--- src/rtl/core/stq_pkg.sv ---
// shared types and sizes for the sorted timer expiry queue
package stq_pkg;

  localparam int QUEUE_DEPTH = 16;
  localparam int ID_BITS     = 4;
  localparam int TAG_BITS    = 8;
  localparam int TIME_BITS   = 32;

  typedef struct packed {
    logic                 valid;
    logic [TIME_BITS-1:0] expiry;
    logic [ID_BITS-1:0]   id;
    logic [TAG_BITS-1:0]  tag;
  } entry_t;

  typedef struct packed {
    logic                 ins;
    logic                 pop;
    logic [TIME_BITS-1:0] expiry;
    logic [ID_BITS-1:0]   id;
    logic [TAG_BITS-1:0]  tag;
  } cell_ctrl_t;

  typedef enum logic [0:0] {
    ST_IDLE,
    ST_POP
  } state_t;

endpackage

--- src/rtl/core/stq_cell.sv ---
// one slot of the sorted chain: keeps an entry, shifts right on insert, left on pop
module stq_cell (
  input  logic              clk,
  input  logic              rst_n,
  input  stq_pkg::cell_ctrl_t ctrl,
  input  stq_pkg::entry_t   left_ent,
  input  logic              left_gt,
  input  stq_pkg::entry_t   right_ent,
  output stq_pkg::entry_t   ent,
  output logic              gt
);
  import stq_pkg::*;

  entry_t ent_r;
  entry_t ent_nxt;

  // entry is later than the new request, so the request goes in front of it
  assign gt  = ent_r.valid && (ent_r.expiry > ctrl.expiry);
  assign ent = ent_r;

  always_comb begin
    ent_nxt = ent_r;
    priority if (ctrl.pop) begin
      ent_nxt = right_ent;
    end else if (ctrl.ins) begin
      priority if (left_gt) begin
        ent_nxt = left_ent;
      end else if (gt || (!ent_r.valid && left_ent.valid)) begin
        ent_nxt.valid  = 1'b1;
        ent_nxt.expiry = ctrl.expiry;
        ent_nxt.id     = ctrl.id;
        ent_nxt.tag    = ctrl.tag;
      end else begin
        ent_nxt = ent_r;
      end
    end else begin
      ent_nxt = ent_r;
    end
  end

  always_ff @(posedge clk) begin
    if (!rst_n) begin
      ent_r.valid <= 1'b0;
    end else begin
      ent_r.valid <= ent_nxt.valid;
    end
    ent_r.expiry <= ent_nxt.expiry;
    ent_r.id     <= ent_nxt.id;
    ent_r.tag    <= ent_nxt.tag;
  end

endmodule

--- src/rtl/core/sorted_timer_expiry_queue_top.sv ---
// sorted timer expiry queue: tick counter plus a chain of sorted cells
// an insert causes no transaction unless the queue is full
// a tick enters the pop state, which pops expired entries while the output register is free
// results leave through an output register: a reject in the cycle after its insert, expired
// entries via the pop state after their tick; a stalled result waits there and holds back the next
// reset clears the tick counter and the cell valid bits directly, no clearing pass
module sorted_timer_expiry_queue_top (
  input  logic                           clk,
  input  logic                           rst_n,
  input  logic                           in_valid,
  output logic                           in_stall,
  input  logic                           in_action,
  input  logic [stq_pkg::TIME_BITS-1:0]  in_expiry_time,
  input  logic [stq_pkg::ID_BITS-1:0]    in_requester_id,
  input  logic [stq_pkg::TAG_BITS-1:0]   in_message_tag,
  output logic                           out_valid,
  input  logic                           out_stall,
  output logic                           out_kind,
  output logic [stq_pkg::ID_BITS-1:0]    out_dest_id,
  output logic [stq_pkg::TAG_BITS-1:0]   out_tag_out,
  output logic [stq_pkg::TIME_BITS-1:0]  out_time_out,
  output logic                           out_last
);
  import stq_pkg::*;

  state_t state_r;
  state_t state_nxt;

  logic [TIME_BITS-1:0] tick_r;
  logic                 out_valid_r;
  logic                 out_kind_r;
  logic [ID_BITS-1:0]   out_id_r;
  logic [TAG_BITS-1:0]  out_tag_r;
  logic [TIME_BITS-1:0] out_time_r;
  logic                 out_last_r;

  entry_t     ent [QUEUE_DEPTH];
  logic       gt  [QUEUE_DEPTH];
  cell_ctrl_t ctrl;

  logic accept;
  logic out_free;
  logic full;
  logic head_exp;
  logic next_exp;
  logic tick_acc;
  logic reject;

  entry_t head_bound;
  entry_t tail_bound;

  assign out_free = !out_valid_r || !out_stall;
  assign full     = ent[QUEUE_DEPTH-1].valid;
  assign head_exp = ent[0].valid && (ent[0].expiry <= tick_r);
  assign next_exp = ent[1].valid && (ent[1].expiry <= tick_r);
  assign accept   = in_valid && !in_stall;

  // the head cell sees a valid, never-later neighbor; the tail shifts in nothing
  always_comb begin
    head_bound        = '0;
    head_bound.valid  = 1'b1;
    tail_bound        = '0;
  end

  genvar gi;
  generate
    for (gi = 0; gi < QUEUE_DEPTH; gi++) begin : g_cell
      entry_t left_ent;
      logic   left_gt;
      entry_t right_ent;
      if (gi == 0) begin : g_head
        assign left_ent = head_bound;
        assign left_gt  = 1'b0;
      end else begin : g_mid
        assign left_ent = ent[gi-1];
        assign left_gt  = gt[gi-1];
      end
      if (gi == QUEUE_DEPTH - 1) begin : g_tail
        assign right_ent = tail_bound;
      end else begin : g_body
        assign right_ent = ent[gi+1];
      end
      stq_cell u_cell (
        .clk       (clk),
        .rst_n     (rst_n),
        .ctrl      (ctrl),
        .left_ent  (left_ent),
        .left_gt   (left_gt),
        .right_ent (right_ent),
        .ent       (ent[gi]),
        .gt        (gt[gi])
      );
    end
  endgenerate

  // next state
  always_comb begin
    state_nxt = state_r;
    unique case (state_r)
      ST_IDLE: begin
        if (tick_acc) begin
          state_nxt = ST_POP;
        end
      end
      ST_POP: begin
        if (!head_exp) begin
          state_nxt = ST_IDLE;
        end else if (out_free && !next_exp) begin
          state_nxt = ST_IDLE;
        end
      end
      default: state_nxt = ST_IDLE;
    endcase
  end

  // control outputs
  always_comb begin
    // a rejected insert needs the output register, so hold off while it is blocked
    in_stall    = (state_r != ST_IDLE) || (out_valid_r && out_stall && full);
    tick_acc    = accept && !in_action;
    reject      = accept && in_action && full;
    ctrl.ins    = accept && in_action && !full;
    ctrl.pop    = (state_r == ST_POP) && head_exp && out_free;
    ctrl.expiry = in_expiry_time;
    ctrl.id     = in_requester_id;
    ctrl.tag    = in_message_tag;
  end

  always_ff @(posedge clk) begin
    if (!rst_n) begin
      state_r     <= ST_IDLE;
      tick_r      <= '0;
      out_valid_r <= 1'b0;
    end else begin
      state_r <= state_nxt;
      if (tick_acc) begin
        tick_r <= tick_r + 1'b1;
      end
      if (reject || ctrl.pop) begin
        out_valid_r <= 1'b1;
      end else if (!out_stall) begin
        out_valid_r <= 1'b0;
      end
    end
  end

  always_ff @(posedge clk) begin
    if (reject) begin
      out_kind_r <= 1'b1;
      out_id_r   <= in_requester_id;
      out_tag_r  <= in_message_tag;
      out_time_r <= in_expiry_time;
      out_last_r <= 1'b1;
    end else if (ctrl.pop) begin
      out_kind_r <= 1'b0;
      out_id_r   <= ent[0].id;
      out_tag_r  <= ent[0].tag;
      out_time_r <= ent[0].expiry;
      out_last_r <= !next_exp;
    end
  end

  assign out_valid    = out_valid_r;
  assign out_kind     = out_kind_r;
  assign out_dest_id  = out_id_r;
  assign out_tag_out  = out_tag_r;
  assign out_time_out = out_time_r;
  assign out_last     = out_last_r;

endmodule

--- config.mk ---
export PLATFORM = sky130hd
export DESIGN_NAME = sorted_timer_expiry_queue_top
export DESIGN_NICKNAME = d
export VERILOG_FILES = /design/src/rtl/core/stq_pkg.sv /design/src/rtl/core/stq_cell.sv /design/src/rtl/core/sorted_timer_expiry_queue_top.sv
export SDC_FILE = /design/constraint.sdc
export NUM_CORES = 2
export LEC_CHECK = 0
export BUFFER_PORTS_ARGS = -buffer_cell sky130_fd_sc_hd__buf_2
export CORE_UTILIZATION = 35
export DETAILED_ROUTE_END_ITERATION = 8
export GPL_ROUTABILITY_DRIVEN = 0
export PLACE_DENSITY = 0.61
export RECOVER_POWER = 50
export SLEW_MARGIN = 15
export SYNTH_ARGS = -nofsm -noshare
export SYNTH_HDL_FRONTEND = slang
export SYNTH_SLANG_ARGS = --single-unit
--- constraint.sdc ---
create_clock -name clk -period 9.9 [get_ports clk]
set_clock_uncertainty 0.15 [all_clocks]
set_input_delay 0.99 -clock clk [delete_from_list [all_inputs] [get_ports clk]]
set_output_delay 0.99 -clock clk [all_outputs]
set_load 0.01 [all_outputs]
==> impl_results.html <==
<table>
<tr><th>Metric</th><th>Value</th></tr>
<tr><th colspan="2">Synth</th></tr>
<tr><td>Compound-cell area share of the yosys netlist</td><td>13.5%</td></tr>
<tr><td>Synth unique cells</td><td>72</td></tr>
<tr><td>Most instantiated flip-flop cell in the synthesis netlist</td><td>sky130_fd_sc_hd__edfxtp_1</td></tr>
<tr><td>Sequential share of the synthesized area</td><td>about 45%</td></tr>
<tr><td>Cell count after synthesis</td><td>4,971</td></tr>
<tr><td>Yosys warning count</td><td>0</td></tr>
<tr><td>Commonest cells post-synth</td><td>805 x sky130_fd_sc_hd__nand2_1, 704 x sky130_fd_sc_hd__edfxtp_1, 659 x sky130_fd_sc_hd__mux2i_1</td></tr>
<tr><td>Number of flops mapped to enable cells by yosys</td><td>704</td></tr>
<tr><td>Largest area contributor in the synthesized netlist</td><td>sky130_fd_sc_hd__edfxtp_1</td></tr>
<tr><td>Netlist area before placement</td><td>approximately 0.05 mm^2</td></tr>
<tr><td>Post-synth ARST share</td><td>0%</td></tr>
<tr><td>Post-synthesis xor/xnor area fraction</td><td>0.515%</td></tr>
<tr><td>Synthesized Nets</td><td>5,565</td></tr>
<tr><td>Multiplexer share of the synthesized area</td><td>between 10% and 20%</td></tr>
<tr><td>Main combinational cell family by area after synthesis</td><td>compound AO/OA/AOI/OAI gates</td></tr>
<tr><td>Share of the synthesized area in the top cell type</td><td>41.4%</td></tr>
<tr><td>Adder-Cell Fraction of Synth Area</td><td>between 10% and 20%</td></tr>
<tr><td>Most repeated cell in the gate-level netlist after synthesis</td><td>sky130_fd_sc_hd__nand2_1</td></tr>
<tr><td>Synth Register Bits</td><td>800</td></tr>
<tr><td>Simple-gate area share of the yosys netlist</td><td>roughly a tenth</td></tr>
<tr><td>Post-Syn Area per Cell</td><td>~10 um^2</td></tr>
<tr><td>Top cells by area in the synthesized netlist</td><td>sky130_fd_sc_hd__edfxtp_1 41%, sky130_fd_sc_hd__ha_1 13%, sky130_fd_sc_hd__mux2i_1 13%</td></tr>
<tr><th colspan="2">GRT</th></tr>
<tr><td>Total overflow reported by the global router</td><td>0</td></tr>
<tr><td>Vias in the first global route</td><td>about 38,000</td></tr>
<tr><td>Total routing resource utilization after global routing</td><td>between 10% and 20%</td></tr>
<tr><td>Global-route wire length before repair</td><td>222,000 um</td></tr>
<tr><td>Number of antenna violations at the first check in global routing</td><td>3</td></tr>
<tr><td>Largest net degree at the start of global routing</td><td>238</td></tr>
<tr><th colspan="2">Status</th></tr>
<tr><td>Violations in the final reports</td><td>capacitance limit, slew limit</td></tr>
<tr><td>Outcome</td><td>finished, violations left</td></tr>
<tr><th colspan="2">Route</th></tr>
<tr><td>Vias</td><td>38,600</td></tr>
<tr><td>Antenna Nets Post-Route</td><td>0</td></tr>
<tr><td>Total wire length</td><td>143,000 um</td></tr>
<tr><td>Number of vias per cell after detailed routing</td><td>5.61</td></tr>
<tr><td>Count of routing violations after the opening detailed-route iteration</td><td>2,948</td></tr>
<tr><td>DRC</td><td>0</td></tr>
<tr><td>Average wire length per cell after detail routing</td><td>20.8 um</td></tr>
<tr><td>Router iterations before antenna repair</td><td>5</td></tr>
<tr><th colspan="2">Worst setup path</th></tr>
<tr><td>Worst setup slack for register-to-register paths</td><td>2960 ps</td></tr>
<tr><td>R2r worst-path depth</td><td>9</td></tr>
<tr><td>Startpoint kind of the worst setup timing path</td><td>input pin</td></tr>
<tr><td>Reg-to-reg endpoint</td><td>g_cell[10].u_cell.ent[21]</td></tr>
<tr><td>Worst R2R Start</td><td>g_cell[0].u_cell.ent[19]</td></tr>
<tr><td>Critical Path Sink Type</td><td>flop</td></tr>
<tr><td>Data arrival time at the worst-slack endpoint</td><td>7710 ps</td></tr>
<tr><td>Worst Setup Path Type</td><td>input pin to flop</td></tr>
<tr><td>CP required</td><td>about 10,000 ps</td></tr>
<tr><td>Crit path max fanout</td><td>24</td></tr>
<tr><th colspan="2">Floorplan</th></tr>
<tr><td>Die span in x</td><td>384 um</td></tr>
<tr><td>Die height</td><td>~380 um</td></tr>
<tr><td>Cell row count</td><td>139</td></tr>
<tr><td>I/O pins</td><td>97</td></tr>
<tr><td>Floorplan core area</td><td>between 0.1 and 0.15 mm^2</td></tr>
<tr><td>Initial core utilization</td><td>35.4%</td></tr>
<tr><td>Die ar.</td><td>about 0.15 mm^2</td></tr>
<tr><th colspan="2">STA</th></tr>
<tr><td>Post-route setup slack</td><td>2450 ps</td></tr>
<tr><td>Max Transition Viols Final</td><td>approximately 840</td></tr>
<tr><td>Minimum clock period</td><td>roughly 7500 ps</td></tr>
<tr><td>Number of setup violations in the final report</td><td>0</td></tr>
<tr><td>Setup_tns</td><td>0 ps</td></tr>
<tr><td>Unrepaired setup endpoints after global routing</td><td>no</td></tr>
<tr><td>F_max</td><td>134 MHz</td></tr>
<tr><td>Post-route fraction of the period consumed by the critical path</td><td>about three quarters</td></tr>
<tr><td>Final hold vios</td><td>0</td></tr>
<tr><td>Worst rel slew slack</td><td>-141%</td></tr>
<tr><td>Slew at the pin closest to its max-slew limit</td><td>approximately 3600 ps</td></tr>
<tr><th colspan="2">Clock network</th></tr>
<tr><td>Count of hold-fix buffers inserted at cts</td><td>0</td></tr>
<tr><td>Total clock buffers created by CTS</td><td>84</td></tr>
<tr><td>Clock edge transition at the registers on the reported setup and hold paths</td><td>60 ps</td></tr>
<tr><td>CTS root buffer</td><td>sky130_fd_sc_hd__clkbuf_16</td></tr>
<tr><td>Number of levels the H-tree was split into</td><td>3</td></tr>
<tr><td>CTS tree</td><td>built</td></tr>
<tr><td>CTS max path bufs</td><td>3</td></tr>
<tr><td>Post-CTS setup buffer count</td><td>0</td></tr>
<tr><td>Number of sinks driven by the clock tree</td><td>800</td></tr>
<tr><td>Total of cells resized after clock tree synthesis</td><td>0</td></tr>
<tr><td>Clock Latency Late Sink</td><td>700 ps</td></tr>
<tr><th colspan="2">Place</th></tr>
<tr><td>Estimated wirelength of the detail-placed design</td><td>101,000 um</td></tr>
<tr><td>Number of buffer cells added on primary ports</td><td>96</td></tr>
<tr><td>Minimum setup slack after placement</td><td>approximately 3700 ps</td></tr>
<tr><th colspan="2">Layout</th></tr>
<tr><td>Fraction of final layout cells with drive strength greater than 1</td><td>under 10%</td></tr>
<tr><td>Multi-input gate area</td><td>0.0262 mm^2</td></tr>
<tr><td>Area grow syn2layout</td><td>9.23%</td></tr>
<tr><td>Count of nets after finishing</td><td>around 5,500</td></tr>
<tr><td>Fill count</td><td>14,200</td></tr>
<tr><td>Storage cell area</td><td>0.0231 mm^2</td></tr>
<tr><th colspan="2">Worst hold path</th></tr>
<tr><td>Hold Crit Start</td><td>out_kind</td></tr>
<tr><td>Worst hold stages</td><td>2</td></tr>
<tr><td>End of the worst hold path</td><td>out_kind</td></tr>
<tr><td>Worst min-delay path class</td><td>flop to flop</td></tr>
<tr><th colspan="2">Power</th></tr>
<tr><td>Leak</td><td>23.1 nW</td></tr>
<tr><td>Power per Cell Area</td><td>137 mW/mm^2</td></tr>
<tr><td>Worst-case vdd ir drop</td><td>around 0.00015 V</td></tr>
<tr><th colspan="2">Flow run</th></tr>
<tr><td>Max-cap check violation count</td><td>20</td></tr>
</table>
[cells in the final DEF, fill, tap and decap left out, types with 6 or more instances in the layout]
cell type,netlist,layout
sky130_fd_sc_hd__a21o_1,49,47
sky130_fd_sc_hd__nand2_1,805,802
sky130_fd_sc_hd__o21ai_4,0,9
sky130_fd_sc_hd__o21ai_0,500,583
sky130_fd_sc_hd__mux2i_1,659,659
sky130_fd_sc_hd__clkinv_2,0,19
sky130_fd_sc_hd__inv_1,99,99
sky130_fd_sc_hd__a221o_1,7,7
sky130_fd_sc_hd__clkbuf_16,0,85
sky130_fd_sc_hd__edfxtp_1,704,704
sky130_fd_sc_hd__nand3_1,74,74
sky130_fd_sc_hd__clkinv_1,1,9
sky130_fd_sc_hd__nor4_1,17,17
sky130_fd_sc_hd__xnor2_1,30,30
sky130_fd_sc_hd__clkbuf_1,152,90
sky130_fd_sc_hd__buf_4,25,42
sky130_fd_sc_hd__nor2b_1,18,18
sky130_fd_sc_hd__a221oi_1,13,14
sky130_fd_sc_hd__a21oi_1,279,278
sky130_fd_sc_hd__a31oi_1,11,11
sky130_fd_sc_hd__clkbuf_8,0,8
sky130_fd_sc_hd__buf_2,81,47
sky130_fd_sc_hd__o211a_1,7,7
sky130_fd_sc_hd__mux2_2,13,13
sky130_fd_sc_hd__nor3_1,29,31
sky130_fd_sc_hd__o21ai_1,278,186
sky130_fd_sc_hd__nor2_1,152,151
sky130_fd_sc_hd__a211oi_1,40,39
sky130_fd_sc_hd__o211ai_1,21,21
sky130_fd_sc_hd__and4_1,15,15
sky130_fd_sc_hd__ha_1,545,545
sky130_fd_sc_hd__dfxtp_1,96,96
sky130_fd_sc_hd__nand4_1,79,79
sky130_fd_sc_hd__o21a_1,6,6
sky130_fd_sc_hd__and3_1,26,26
[flip-flops by register name, summed over array words and instances, names as in the netlist]
| name | cells |
|---|---|
| out_last | 1 |
| out_tag_out | 8 |
| out_dest_id | 4 |
| out_valid | 1 |
| tick_r | 32 |
| g_cell.u_cell.ent | 720 |
| out_kind | 1 |
| state_r | 1 |
| out_time_out | 32 |
[through the flow]
step | hold slack [ps] | cell area (um^2) | cells | total power, mW | utilization (%)
final | 310 | 55800 | 6884 | 7.65 | 38.7
after global routing | 316 | 55700 | 6880 | 7.92 | 38.7
after CTS | 300 | 56000 | 6879 | 7.71 | 38.8
after detailed placement | 290 | 53200 | 6722 | 4.45 | 36.9
after global placement | 287 | 53200 | 6722 | 4.42 | 36.9
after floorplan | 317 | 51000 | 4971 | 4.24 | -
[layout make-up]
| type | count | share of cell area [%] |
|---|---|---|
| repair buffers | 163 | 1.60 |
| well taps | 1903 | 4.27 |
| clock inverters | 43 | 0.830 |
| diodes | 5 | 0.0224 |
| flip-flops and latches | 800 | 41.4 |
| clock buffers | 114 | 4.15 |
| multi-input cells | 3756 | 47.1 |
| inverters | 100 | 0.673 |
[power breakdown]
part           switching (mW)  total (mW)  internal [mW]
Sequential             0.0355        3.76           3.72
Clock                    1.47        3.27           1.80
Combinational           0.385       0.621          0.236
[kinds of logic after synthesis]
logic type                 after synthesis
muxes                                  672
buffers and inverters                  415
AOI/OAI and AO/OA                     1260
DFF                                    800
and+or+nand+nor                       1249
xor gates and xnor gates                30
adders and majority gates              545
[worst max path at each step]
| stage | from | endpoint | cells after the start | slack, ps |
|---|---|---|---|---|
| floorplan | in_expiry_time[15] | g_cell[11].u_cell.ent[0] | 12 | 2980 |
| global placement | in_expiry_time[27] | g_cell[4].u_cell.ent[9] | 13 | 3830 |
| detailed placement | in_expiry_time[7] | g_cell[4].u_cell.ent[8] | 12 | 3690 |
| CTS | in_expiry_time[7] | g_cell[4].u_cell.ent[10] | 12 | 4460 |
| global route | in_expiry_time[27] | g_cell[10].u_cell.ent[4] | 11 | 2120 |
| finish | in_expiry_time[27] | g_cell[10].u_cell.ent[38] | 11 | 2450 |
[per-layer routing]
metal  up-vias  track usage [%]  share of wire [%]
met5         -                0              0.012
li1      18400                -                  -
met4         2             4.60                2.1
met1     19100             27.2                 48
met3       186             2.38                4.6
met2       962             30.2                 46
[worst max-delay path, cell delays in order]
cell and delay (ps):
sky130_fd_sc_hd__clkbuf_1 710, sky130_fd_sc_hd__inv_1 670, sky130_fd_sc_hd__ha_1 550, sky130_fd_sc_hd__nand4_1 220, sky130_fd_sc_hd__nor4_1 680, sky130_fd_sc_hd__nand4b_1 170, sky130_fd_sc_hd__o211ai_1 140, sky130_fd_sc_hd__clkbuf_1 1330
sky130_fd_sc_hd__clkbuf_1 1770, sky130_fd_sc_hd__mux2i_1 350, sky130_fd_sc_hd__o21ai_1 90
(Power assumes the default switching activity.)
